[src/rtl/core/daq_ewd_pkg.sv]
// shared types and constants of the event word deframer
// no dependencies; used by every module in rtl/core but daq_ewd_fifo
package daq_ewd_pkg;

   // defaults for top-level parameters
   localparam int MAX_SAMPLES_DEF = 4096;
   localparam int QUEUE_DEPTH_DEF = 2;

   // fixed framing constants
   localparam int TIME_WORDS   = 4;
   localparam int HEADER_WORDS = 2;

   // field widths
   localparam int WORD_W   = 16;
   localparam int VALUE_W  = 14;
   localparam int FLAG_W   = 2;
   localparam int POS_W    = 17;
   localparam int CHAN_W   = 15;
   localparam int EVNUM_W  = 32;
   localparam int TIME_W   = 64;
   localparam int INDEX_W  = 12;
   localparam int PAYLD_W  = 16;
   localparam int SCOUNT_W = 13;
   localparam int OFFS_W   = 14;
   localparam int TCNT_W   = 2;

   // flag codes carried in bits 1:0 of a data word
   localparam logic [FLAG_W-1:0] FLAG_START = 2'd1;
   localparam logic [FLAG_W-1:0] FLAG_PULSE = 2'd3;

   // record kinds
   localparam logic RECORD_HEADER = 1'b0;
   localparam logic RECORD_SAMPLE = 1'b1;

   // configuration register indexes
   localparam int CSR_INDEX_W = 2;
   localparam logic [CSR_INDEX_W-1:0] CSR_PAYLOAD_WORDS  = 2'd0;
   localparam logic [CSR_INDEX_W-1:0] CSR_SAMPLE_COUNT   = 2'd1;
   localparam logic [CSR_INDEX_W-1:0] CSR_CHANNEL_OFFSET = 2'd2;

   // configuration reset values
   localparam logic [PAYLD_W-1:0]  PAYLOAD_WORDS_RST  = 16'd512;
   localparam logic [SCOUNT_W-1:0] SAMPLE_COUNT_RST   = 13'd1024;
   localparam logic [OFFS_W-1:0]   CHANNEL_OFFSET_RST = 14'd0;

   // one output record
   typedef struct packed {
      logic                record_kind;
      logic [CHAN_W-1:0]   channel;
      logic                start_ok;
      logic [EVNUM_W-1:0]  event_number;
      logic [TIME_W-1:0]   raw_time;
      logic [VALUE_W-1:0]  sample_value;
      logic [INDEX_W-1:0]  sample_index;
      logic                last;
      logic                test_pulse;
   } record_type;

   localparam int RECORD_W = $bits(record_type);

endpackage

[src/rtl/core/daq_ewd_fifo.sv]
// small register queue with count, used between front and back and on the output
// depends on nothing but its parameters
module daq_ewd_fifo #(
   parameter int WIDTH = 16,
   parameter int DEPTH = 2
) (
   input  logic             clock,
   input  logic             reset,
   input  logic             push,
   input  logic [WIDTH-1:0] push_data,
   input  logic             pop,
   output logic [WIDTH-1:0] pop_data,
   output logic             empty,
   output logic             full
);

   localparam int PTR_W = (DEPTH > 1) ? $clog2(DEPTH) : 1;
   localparam int CNT_W = $clog2(DEPTH + 1);
   localparam logic [PTR_W-1:0] PTR_LAST = PTR_W'(DEPTH - 1);
   localparam logic [CNT_W-1:0] CNT_FULL = CNT_W'(DEPTH);

   logic [WIDTH-1:0] mem_ff [DEPTH];
   logic [PTR_W-1:0] wr_ptr_ff, wr_ptr_in;
   logic [PTR_W-1:0] rd_ptr_ff, rd_ptr_in;
   logic [CNT_W-1:0] count_ff, count_in;
   logic             do_push, do_pop;

   assign empty    = (count_ff == '0);
   assign full     = (count_ff == CNT_FULL);
   assign pop_data = mem_ff[rd_ptr_ff];
   assign do_push  = push & ~full;
   assign do_pop   = pop & ~empty;

   // pointer and count update
   always_comb begin
      wr_ptr_in = wr_ptr_ff;
      rd_ptr_in = rd_ptr_ff;
      count_in  = count_ff;
      if (do_push) begin
         wr_ptr_in = (wr_ptr_ff == PTR_LAST) ? '0 : wr_ptr_ff + 1'b1;
      end
      if (do_pop) begin
         rd_ptr_in = (rd_ptr_ff == PTR_LAST) ? '0 : rd_ptr_ff + 1'b1;
      end
      if (do_push && !do_pop) begin
         count_in = count_ff + 1'b1;
      end else if (do_pop && !do_push) begin
         count_in = count_ff - 1'b1;
      end
   end

   always_ff @(posedge clock) begin
      if (reset) begin
         wr_ptr_ff <= '0;
         rd_ptr_ff <= '0;
         count_ff  <= '0;
      end else begin
         wr_ptr_ff <= wr_ptr_in;
         rd_ptr_ff <= rd_ptr_in;
         count_ff  <= count_in;
      end
   end

   // storage, no reset
   always_ff @(posedge clock) begin
      if (do_push) begin
         mem_ff[wr_ptr_ff] <= push_data;
      end
   end

   // occupancy never passes the depth
   a_count_bound: assert property (@(posedge clock) disable iff (reset)
      count_ff <= CNT_FULL)
      else $error("queue count above depth");

   // a lone push grows the count by one
   a_push_grows: assert property (@(posedge clock) disable iff (reset)
      (do_push && !do_pop) |=> (count_ff == $past(count_ff) + 1'b1))
      else $error("queue count did not grow on push");

   // pointers meet exactly when empty or full
   a_ptr_match: assert property (@(posedge clock) disable iff (reset)
      (wr_ptr_ff == rd_ptr_ff) == (empty || full))
      else $error("queue pointers disagree with count");

endmodule

[src/rtl/core/daq_ewd_front.sv]
// front part: accepts raw words, tracks the array period and drops header words
// depends on daq_ewd_pkg
module daq_ewd_front (
   input  logic                            clock,
   input  logic                            reset,
   input  logic                            req_push,
   input  logic [daq_ewd_pkg::WORD_W-1:0]  req_data_word,
   output logic                            req_full,
   input  logic [daq_ewd_pkg::PAYLD_W-1:0] payload_words,
   input  logic                            queue_full,
   output logic                            word_push,
   output logic [daq_ewd_pkg::WORD_W-1:0]  word_data
);

   localparam int SUM_W = daq_ewd_pkg::POS_W + 1;

   logic [daq_ewd_pkg::POS_W-1:0] pos_ff, pos_in;
   logic [SUM_W-1:0]              period;
   logic [SUM_W-1:0]              pos_plus;
   logic                          accept;
   logic                          is_header;

   assign req_full  = queue_full;
   assign accept    = req_push & ~queue_full;
   assign is_header = (pos_ff < daq_ewd_pkg::POS_W'(daq_ewd_pkg::HEADER_WORDS));
   assign word_push = accept & ~is_header;
   assign word_data = req_data_word;

   // position within the array period, wraps after the last payload word
   always_comb begin
      period   = SUM_W'(payload_words) + SUM_W'(daq_ewd_pkg::HEADER_WORDS);
      pos_plus = SUM_W'(pos_ff) + 1'b1;
      pos_in   = pos_ff;
      if (accept) begin
         pos_in = (pos_plus >= period) ? '0 : pos_plus[daq_ewd_pkg::POS_W-1:0];
      end
   end

   always_ff @(posedge clock) begin
      if (reset) begin
         pos_ff <= '0;
      end else begin
         pos_ff <= pos_in;
      end
   end

endmodule

[src/rtl/core/daq_ewd_back.sv]
// back part: decodes channel, timestamp and sample words into records
// depends on daq_ewd_pkg
module daq_ewd_back #(
   parameter int MAX_SAMPLES = daq_ewd_pkg::MAX_SAMPLES_DEF
) (
   input  logic                             clock,
   input  logic                             reset,
   input  logic                             word_valid,
   input  logic [daq_ewd_pkg::WORD_W-1:0]   word_data,
   output logic                             word_pop,
   input  logic [daq_ewd_pkg::SCOUNT_W-1:0] sample_count,
   input  logic [daq_ewd_pkg::OFFS_W-1:0]   ch_offset,
   input  logic                             rec_full,
   output logic                             rec_push,
   output daq_ewd_pkg::record_type          rec
);

   localparam int CNT_W  = (MAX_SAMPLES > 1) ? $clog2(MAX_SAMPLES) : 1;
   localparam int MAXN_W = $clog2(MAX_SAMPLES + 1);
   localparam int N_W    = ((MAXN_W > daq_ewd_pkg::SCOUNT_W) ? MAXN_W
                                                            : daq_ewd_pkg::SCOUNT_W) + 1;
   localparam logic [N_W-1:0] MAX_N = N_W'(MAX_SAMPLES);
   localparam logic [daq_ewd_pkg::TCNT_W-1:0] TCNT_LAST =
      daq_ewd_pkg::TCNT_W'(daq_ewd_pkg::TIME_WORDS - 1);

   typedef enum logic [2:0] {
      PH_CHANNEL = 3'b001,
      PH_TIME    = 3'b010,
      PH_SAMPLES = 3'b100
   } phase_type;

   phase_type                          phase_ff, phase_in;
   logic [CNT_W-1:0]                   cnt_ff, cnt_in;
   logic [daq_ewd_pkg::TCNT_W-1:0]     tcnt_ff, tcnt_in;
   logic [daq_ewd_pkg::TIME_W-1:0]     time_ff, time_in;
   logic [daq_ewd_pkg::CHAN_W-1:0]     chan_ff, chan_in;
   logic                               start_ok_ff, start_ok_in;
   logic                               pulse_ff, pulse_in;
   logic [daq_ewd_pkg::EVNUM_W-1:0]    evnum_ff, evnum_in;

   logic [daq_ewd_pkg::VALUE_W-1:0]    value;
   logic [daq_ewd_pkg::FLAG_W-1:0]     flag;
   logic [N_W-1:0]                     nsamp;
   logic [N_W-1:0]                     cnt_plus;
   logic                               is_last;

   assign value    = word_data[daq_ewd_pkg::WORD_W-1:daq_ewd_pkg::FLAG_W];
   assign flag     = word_data[daq_ewd_pkg::FLAG_W-1:0];
   assign word_pop = word_valid & ~rec_full;

   // effective sample count, clamped to one and to the maximum
   always_comb begin
      nsamp = N_W'(sample_count);
      if (nsamp == '0) begin
         nsamp = N_W'(1);
      end else if (nsamp > MAX_N) begin
         nsamp = MAX_N;
      end
   end

   assign cnt_plus = N_W'(cnt_ff) + 1'b1;
   assign is_last  = (cnt_plus >= nsamp);

   // event decode
   always_comb begin
      phase_in    = phase_ff;
      cnt_in      = cnt_ff;
      tcnt_in     = tcnt_ff;
      time_in     = time_ff;
      chan_in     = chan_ff;
      start_ok_in = start_ok_ff;
      pulse_in    = pulse_ff;
      evnum_in    = evnum_ff;
      rec_push    = 1'b0;
      rec         = '0;
      if (word_pop) begin
         case (phase_ff)
            PH_TIME: begin
               time_in = {time_ff[daq_ewd_pkg::TIME_W-daq_ewd_pkg::WORD_W-1:0], word_data};
               tcnt_in = tcnt_ff + 1'b1;
               if (tcnt_ff == TCNT_LAST) begin
                  evnum_in         = evnum_ff + 1'b1;
                  rec_push         = 1'b1;
                  rec.record_kind  = daq_ewd_pkg::RECORD_HEADER;
                  rec.channel      = chan_ff;
                  rec.start_ok     = start_ok_ff;
                  rec.event_number = evnum_in;
                  rec.raw_time     = time_in;
                  phase_in         = PH_SAMPLES;
                  cnt_in           = '0;
                  tcnt_in          = '0;
                  pulse_in         = 1'b0;
               end
            end
            PH_SAMPLES: begin
               pulse_in         = pulse_ff | (flag == daq_ewd_pkg::FLAG_PULSE);
               rec_push         = 1'b1;
               rec.record_kind  = daq_ewd_pkg::RECORD_SAMPLE;
               rec.sample_value = value;
               rec.sample_index = daq_ewd_pkg::INDEX_W'(cnt_ff);
               rec.last         = is_last;
               rec.test_pulse   = is_last & pulse_in;
               if (is_last) begin
                  phase_in = PH_CHANNEL;
                  cnt_in   = '0;
               end else begin
                  cnt_in = cnt_plus[CNT_W-1:0];
               end
            end
            default: begin
               // channel word, also taken for any unexpected phase code
               chan_in     = daq_ewd_pkg::CHAN_W'(value)
                           - daq_ewd_pkg::CHAN_W'(ch_offset);
               start_ok_in = (flag == daq_ewd_pkg::FLAG_START);
               time_in     = '0;
               cnt_in      = '0;
               tcnt_in     = '0;
               phase_in    = PH_TIME;
            end
         endcase
      end
   end

   always_ff @(posedge clock) begin
      if (reset) begin
         phase_ff    <= PH_CHANNEL;
         cnt_ff      <= '0;
         tcnt_ff     <= '0;
         time_ff     <= '0;
         chan_ff     <= '0;
         start_ok_ff <= 1'b0;
         pulse_ff    <= 1'b0;
         evnum_ff    <= '0;
      end else begin
         phase_ff    <= phase_in;
         cnt_ff      <= cnt_in;
         tcnt_ff     <= tcnt_in;
         time_ff     <= time_in;
         chan_ff     <= chan_in;
         start_ok_ff <= start_ok_in;
         pulse_ff    <= pulse_in;
         evnum_ff    <= evnum_in;
      end
   end

   // a record leaves only with a word taken from the queue
   a_push_needs_word: assert property (@(posedge clock) disable iff (reset)
      rec_push |-> word_pop)
      else $error("record produced without a word");

   // every sample word gives a record
   a_sample_records: assert property (@(posedge clock) disable iff (reset)
      (word_pop && phase_ff == PH_SAMPLES) |-> rec_push)
      else $error("sample word produced no record");

   // a header record bumps the event number by one
   a_event_count: assert property (@(posedge clock) disable iff (reset)
      (rec_push && rec.record_kind == daq_ewd_pkg::RECORD_HEADER)
         |=> (evnum_ff == $past(evnum_ff) + 1'b1))
      else $error("event number not advanced on header record");

endmodule

[src/rtl/core/daq_event_word_deframer_top.sv]
// Event word deframer, top level.
//
// Use: raw 16-bit digitizer words enter on the request channel (req_push /
// req_full, req_data_word); a word is taken at a clock edge with req_push
// high and req_full low. Records leave on the response channel: while
// rsp_empty is low the oldest record sits on the rsp_ ports and is taken at
// an edge with rsp_pop high. Configuration is written through csr_valid /
// csr_ready with csr_index and csr_wdata; csr_ready is always high, and
// writes should be made while no words are in flight.
// Throughput: one word per cycle while req_full is low. The front strips
// array headers, a short queue holds data words, the back decodes them and
// writes a record queue. A record reaches the rsp_ ports once its last word
// has passed the word queue and the back has written it to the record queue.
// When the receiver stalls, the record queue fills, then the
// word queue, and req_full rises; no word or record is lost.
// Reset (synchronous, active high) empties both queues, sets the array
// position and event state to the start and restores register defaults.
// depends on daq_ewd_pkg, daq_ewd_front, daq_ewd_fifo, daq_ewd_back
module daq_event_word_deframer_top #(
   parameter int MAX_SAMPLES = daq_ewd_pkg::MAX_SAMPLES_DEF,
   parameter int QUEUE_DEPTH = daq_ewd_pkg::QUEUE_DEPTH_DEF
) (
   input  logic                                  clock,
   input  logic                                  reset,
   // request channel
   input  logic                                  req_push,
   output logic                                  req_full,
   input  logic [daq_ewd_pkg::WORD_W-1:0]        req_data_word,
   // response channel
   output logic                                  rsp_empty,
   input  logic                                  rsp_pop,
   output logic                                  rsp_record_kind,
   output logic signed [daq_ewd_pkg::CHAN_W-1:0] rsp_channel,
   output logic                                  rsp_start_ok,
   output logic [daq_ewd_pkg::EVNUM_W-1:0]       rsp_event_number,
   output logic [daq_ewd_pkg::TIME_W-1:0]        rsp_raw_time,
   output logic [daq_ewd_pkg::VALUE_W-1:0]       rsp_sample_value,
   output logic [daq_ewd_pkg::INDEX_W-1:0]       rsp_sample_index,
   output logic                                  rsp_last,
   output logic                                  rsp_test_pulse,
   // configuration port
   input  logic                                  csr_valid,
   output logic                                  csr_ready,
   input  logic [daq_ewd_pkg::CSR_INDEX_W-1:0]   csr_index,
   input  logic [daq_ewd_pkg::PAYLD_W-1:0]       csr_wdata
);

   logic [daq_ewd_pkg::PAYLD_W-1:0]  payload_words_ff;
   logic [daq_ewd_pkg::SCOUNT_W-1:0] sample_count_ff;
   logic [daq_ewd_pkg::OFFS_W-1:0]   ch_offset_ff;

   logic                             word_push;
   logic [daq_ewd_pkg::WORD_W-1:0]   word_data;
   logic                             word_full;
   logic                             word_empty;
   logic [daq_ewd_pkg::WORD_W-1:0]   word_head;
   logic                             word_pop;

   logic                             rec_push;
   logic                             rec_full;
   daq_ewd_pkg::record_type          rec_in;
   daq_ewd_pkg::record_type          rec_head;

   // configuration registers
   assign csr_ready = 1'b1;

   always_ff @(posedge clock) begin
      if (reset) begin
         payload_words_ff <= daq_ewd_pkg::PAYLOAD_WORDS_RST;
         sample_count_ff  <= daq_ewd_pkg::SAMPLE_COUNT_RST;
         ch_offset_ff     <= daq_ewd_pkg::CHANNEL_OFFSET_RST;
      end else if (csr_valid && csr_ready) begin
         case (csr_index)
            daq_ewd_pkg::CSR_PAYLOAD_WORDS: begin
               payload_words_ff <= csr_wdata;
            end
            daq_ewd_pkg::CSR_SAMPLE_COUNT: begin
               sample_count_ff <= csr_wdata[daq_ewd_pkg::SCOUNT_W-1:0];
            end
            daq_ewd_pkg::CSR_CHANNEL_OFFSET: begin
               ch_offset_ff <= csr_wdata[daq_ewd_pkg::OFFS_W-1:0];
            end
            default: begin
               // unknown index, write ignored
            end
         endcase
      end
   end

   // header stripping
   daq_ewd_front u_front (
      .clock         (clock),
      .reset         (reset),
      .req_push      (req_push),
      .req_data_word (req_data_word),
      .req_full      (req_full),
      .payload_words (payload_words_ff),
      .queue_full    (word_full),
      .word_push     (word_push),
      .word_data     (word_data)
   );

   // data word queue
   daq_ewd_fifo #(
      .WIDTH (daq_ewd_pkg::WORD_W),
      .DEPTH (QUEUE_DEPTH)
   ) u_word_queue (
      .clock     (clock),
      .reset     (reset),
      .push      (word_push),
      .push_data (word_data),
      .pop       (word_pop),
      .pop_data  (word_head),
      .empty     (word_empty),
      .full      (word_full)
   );

   // event decode
   daq_ewd_back #(
      .MAX_SAMPLES (MAX_SAMPLES)
   ) u_back (
      .clock        (clock),
      .reset        (reset),
      .word_valid   (~word_empty),
      .word_data    (word_head),
      .word_pop     (word_pop),
      .sample_count (sample_count_ff),
      .ch_offset    (ch_offset_ff),
      .rec_full     (rec_full),
      .rec_push     (rec_push),
      .rec          (rec_in)
   );

   // record queue
   daq_ewd_fifo #(
      .WIDTH (daq_ewd_pkg::RECORD_W),
      .DEPTH (QUEUE_DEPTH)
   ) u_rec_queue (
      .clock     (clock),
      .reset     (reset),
      .push      (rec_push),
      .push_data (rec_in),
      .pop       (rsp_pop),
      .pop_data  (rec_head),
      .empty     (rsp_empty),
      .full      (rec_full)
   );

   // response fields
   assign rsp_record_kind  = rec_head.record_kind;
   assign rsp_channel      = rec_head.channel;
   assign rsp_start_ok     = rec_head.start_ok;
   assign rsp_event_number = rec_head.event_number;
   assign rsp_raw_time     = rec_head.raw_time;
   assign rsp_sample_value = rec_head.sample_value;
   assign rsp_sample_index = rec_head.sample_index;
   assign rsp_last         = rec_head.last;
   assign rsp_test_pulse   = rec_head.test_pulse;

endmodule
[config.mk]
export PLATFORM = sky130hd
export DESIGN_NAME = daq_event_word_deframer_top
export DESIGN_NICKNAME = d
export VERILOG_FILES = /design/src/rtl/core/daq_ewd_pkg.sv /design/src/rtl/core/daq_ewd_fifo.sv /design/src/rtl/core/daq_ewd_front.sv /design/src/rtl/core/daq_ewd_back.sv /design/src/rtl/core/daq_event_word_deframer_top.sv
export SDC_FILE = /design/constraint.sdc
export NUM_CORES = 1
export LEC_CHECK = 0
export BUFFER_PORTS_ARGS = -buffer_cell sky130_fd_sc_hd__buf_2
export CAP_MARGIN = 15
export CORE_MARGIN = 5
export CORE_UTILIZATION = 45
export DETAILED_ROUTE_END_ITERATION = 10
export MAX_ROUTING_LAYER = met4
export REMOVE_ABC_BUFFERS = 1
export SETUP_SLACK_MARGIN = 0.05
export SYNTH_ARGS = -nofsm -noshare
export SYNTH_HDL_FRONTEND = slang
export SYNTH_SLANG_ARGS = --single-unit
[constraint.sdc]
create_clock -name clock -period 27.1 [get_ports clock]
set_clock_uncertainty 0.2 [all_clocks]
set_input_delay 1.355 -clock clock [delete_from_list [all_inputs] [get_ports clock]]
set_output_delay 1.355 -clock clock [all_outputs]
set_load 0.01 [all_outputs]
==> impl_metrics.json <==
{
  "core_area_sq_um": 47600,
  "worst_path_max_delay_cell": "buf_4",
  "nets": 2111,
  "worstPathCellList": "nand2b_1, nor2_1, nand2_1, buf_4, nand2_1, and2_4, buf_4, buf_4",
  "clk_pin_slew_worst_paths_ns": 0.06,
  "drc": 0,
  "finalSetupViolCount": 0,
  "final_max_slew_viol_count": 0,
  "fin_area_sq_um": 24800,
  "antenna_found_initial": 5,
  "slew_headroom_pct": 28.3,
  "critPathTopFamily": "buffers and inverters",
  "antenna_left": 0,
  "cts_root_buf": "clkbuf_16",
  "crit_path_end_kind": "flip-flop",
  "cts_hold_buf": 0,
  "synth.distinct_cells": 66,
  "cts_buffers": 52,
  "fp.dieH_um": 229,
  "synthToLayoutAreaGrowth_pct": 14.6,
  "syn_area_sq_um": 21700,
  "ir_drop_mv": 0.0475,
  "yosys-top-cells-area": "edfxtp_1 44%, dfxtp_1 17%, mux2_2 7.3%",
  "synth-edff-count": 314,
  "max_freq_mhz": 227,
  "postPlaceCellArea_sq_um": 23200,
  "place_hpwl_mm": 33.5,
  "drtIter0Drc": 764,
  "synth.top_cell.area_share_pct": 43.5,
  "crit_type": "flip-flop to flip-flop",
  "crit_top_cell": "buf_4",
  "cp-start-kind": "flip-flop",
  "cts_setup_buffers": 0,
  "grt_pass1_wl_mm": 79.5,
  "ys_seq_elements": 498,
  "cp_slowest_stage_delay_ns": 0.71,
  "grt_pass1_vias": 14400,
  "arrival_ns": 4.41,
  "powerDensity_nw_per_um2": 70.4,
  "grt_max_degree": 75,
  "wire_per_inst_um": 18.8,
  "min_path_type": "flip-flop to flip-flop",
  "die_w_um": 229,
  "dr.pass1.iters": 6,
  "drive_gt1_share_pct": 21.2,
  "rows": 80,
  "cts-resized-gates": 0,
  "rsz0062_at_grt": "false",
  "overflow": 0,
  "p_leak_nw": 7.87,
  "ys_seq_area_share_pct": 60.6,
  "tightest_slew_ns": 1.07,
  "worstPathMaxFanout": 51,
  "cts_buffer_depth": 3,
  "yosysTopAreaCell": "edfxtp_1",
  "port-buffer-count": 181,
  "synth_area_per_cell_sq_um": 11.6,
  "cts_tree": "done",
  "setup-tns-final_ns": 0,
  "h-tree-depth": 2,
  "start_util_pct": 45.4,
  "gp_congestion": 0.837,
  "syn_inst": 1860,
  "fin_crit_ns": 4.41,
  "synth-async-reset-ratio_pct": 0,
  "track_usage_pct": 19.3,
  "path_buf_inv": 3,
  "synthFlopType": "edfxtp_1",
  "final_hold_viol_count": 0,
  "vias": 14200,
  "required_ns": 27.10,
  "period_share_pct": 16.3,
  "clkSinkCount": 498,
  "io_pins": 183,
  "die-area_sq_um": 52600,
  "outcome": "completed",
  "yosysWarnings": 0,
  "maxCapViolCount": 0,
  "clock_latency_ns": 0.58,
  "routed_wl_mm": 50.5,
  "avgViaCountPerCell": 5.31
}
==> where the power goes <==
| group | internal, mW | switching [mW] |
|---|---|---|
| sequential | 0.817 | 0.0148 |
| clock | 0.400 | 0.288 |
| combinational | 0.0683 | 0.159 |
==> final cells by class <==
type	instances	area (sq um)
antenna	4	10.0
inverter	55	206
fill	4198	22800
sequential	498	13100
clock inverter	18	148
tap	615	769
clock buffer	80	1500
timing repair buffer	201	1060
multi-input combinational	1212	8020
==> cells by family after synthesis <==
kind of cell	synth area share (%)
AOI/OAI and AO/OA	6.75
xor gates and xnor gates	3.96
adders and majority gates	3.04
buffers and inverters	2.66
DFF	60.6
muxes	8.35
other	0.0173
and+or+nand+nor	14.7
==> metal layers <==
| metal | GRT usage (%) | vias to the layer above | routed length [um] |
|---|---|---|---|
| met4 | 4.81 | 0 | 865 |
| met5 | - | - | 0 |
| met2 | 32.5 | 253 | 24900 |
| li1 | - | 6987 | - |
| met3 | 3.26 | 55 | 2100 |
| met1 | 24.7 | 6946 | 22600 |
==> cell usage after synthesis, types with 12 or more instances <==
cell type  count
edfxtp_1     314
dfxtp_1      184
nand2_1      184
nor2_1       170
mux2_2       141
a21oi_1      128
nand3_1       82
clkbuf_1      77
and2_1        71
xnor2_1       60
inv_1         54
ha_1          51
xor2_1        38
nor3_1        37
o21ai_0       33
and3_1        25
mux2i_1       22
a32o_1        17
nand2b_1      13
nand4_1       13
or3_1         12
==> stage by stage <==
step                instances  setup WS, ns  util (%)  hold WS (ns)  total power, mW
floorplan                1765         15.46         -         0.221            0.990
global placement         2581         22.74      48.6         0.234             1.07
detailed placement       2581         22.64      48.6         0.240             1.08
CTS                      2679         22.63      52.1         0.248             1.77
global route             2682         22.29      52.1         0.267             1.82
finish                   2683         22.69      52.1         0.247             1.75
==> worst register-to-register path, stage by stage, from the launching register on <==
cell and delay, ns:
dfxtp_1 0.45, nand2b_1 0.17, nor2_1 0.62, nand2_1 0.12, buf_4 0.26, nand2_1 0.14
and2_4 0.57, buf_4 0.72, buf_4 0.76
==> cells in the final DEF (no fill, tap or decap), drive strengths merged, types with 13 or more instances in the layout <==
cell and instances:
nand2b 13, xnor2 60, mux2 141, ha 51, and3 25, buf 201, nand2 184, dfxtp 184
mux2i 22, edfxtp 314, a21oi 128, o21ai 34, and2 71, nor3 37, clkbuf 80, clkinv 14
nand4 14, inv 56, nor2 171, xor2 38, a32o 17, nand3 82
==> flip-flops by register name (all words and copies together), names as in the netlist, 3 cells and up, named ones only <==
name	cells
u_rec_queue.mem_ff	282
u_back.phase_ff	3
u_back.cnt_ff	12
u_back.evnum_ff	32
u_back.chan_ff	15
u_back.time_ff	48
ch_offset_ff	14
payload_words_ff	16
sample_count_ff	13
u_front.pos_ff	17
u_word_queue.mem_ff	32
==> final timing paths <==
kind,slack [ns],cells after the start,end,startpoint
worst max-delay path,22.69,8,u_rec_queue.mem_ff[1][38]$_DFFE_PP_,u_back.phase_ff[2]$_SDFFE_PP0P_
worst min-delay path,0.25,2,u_back.time_ff[37]$_SDFFE_PP0P_,u_back.time_ff[37]$_SDFFE_PP0P_
worst min register to register,0.25,2,u_back.time_ff[37]$_SDFFE_PP0P_,u_back.time_ff[37]$_SDFFE_PP0P_
worst max register to register,22.69,8,u_rec_queue.mem_ff[1][38]$_DFFE_PP_,u_back.phase_ff[2]$_SDFFE_PP0P_
(Power assumes the default switching activity.)
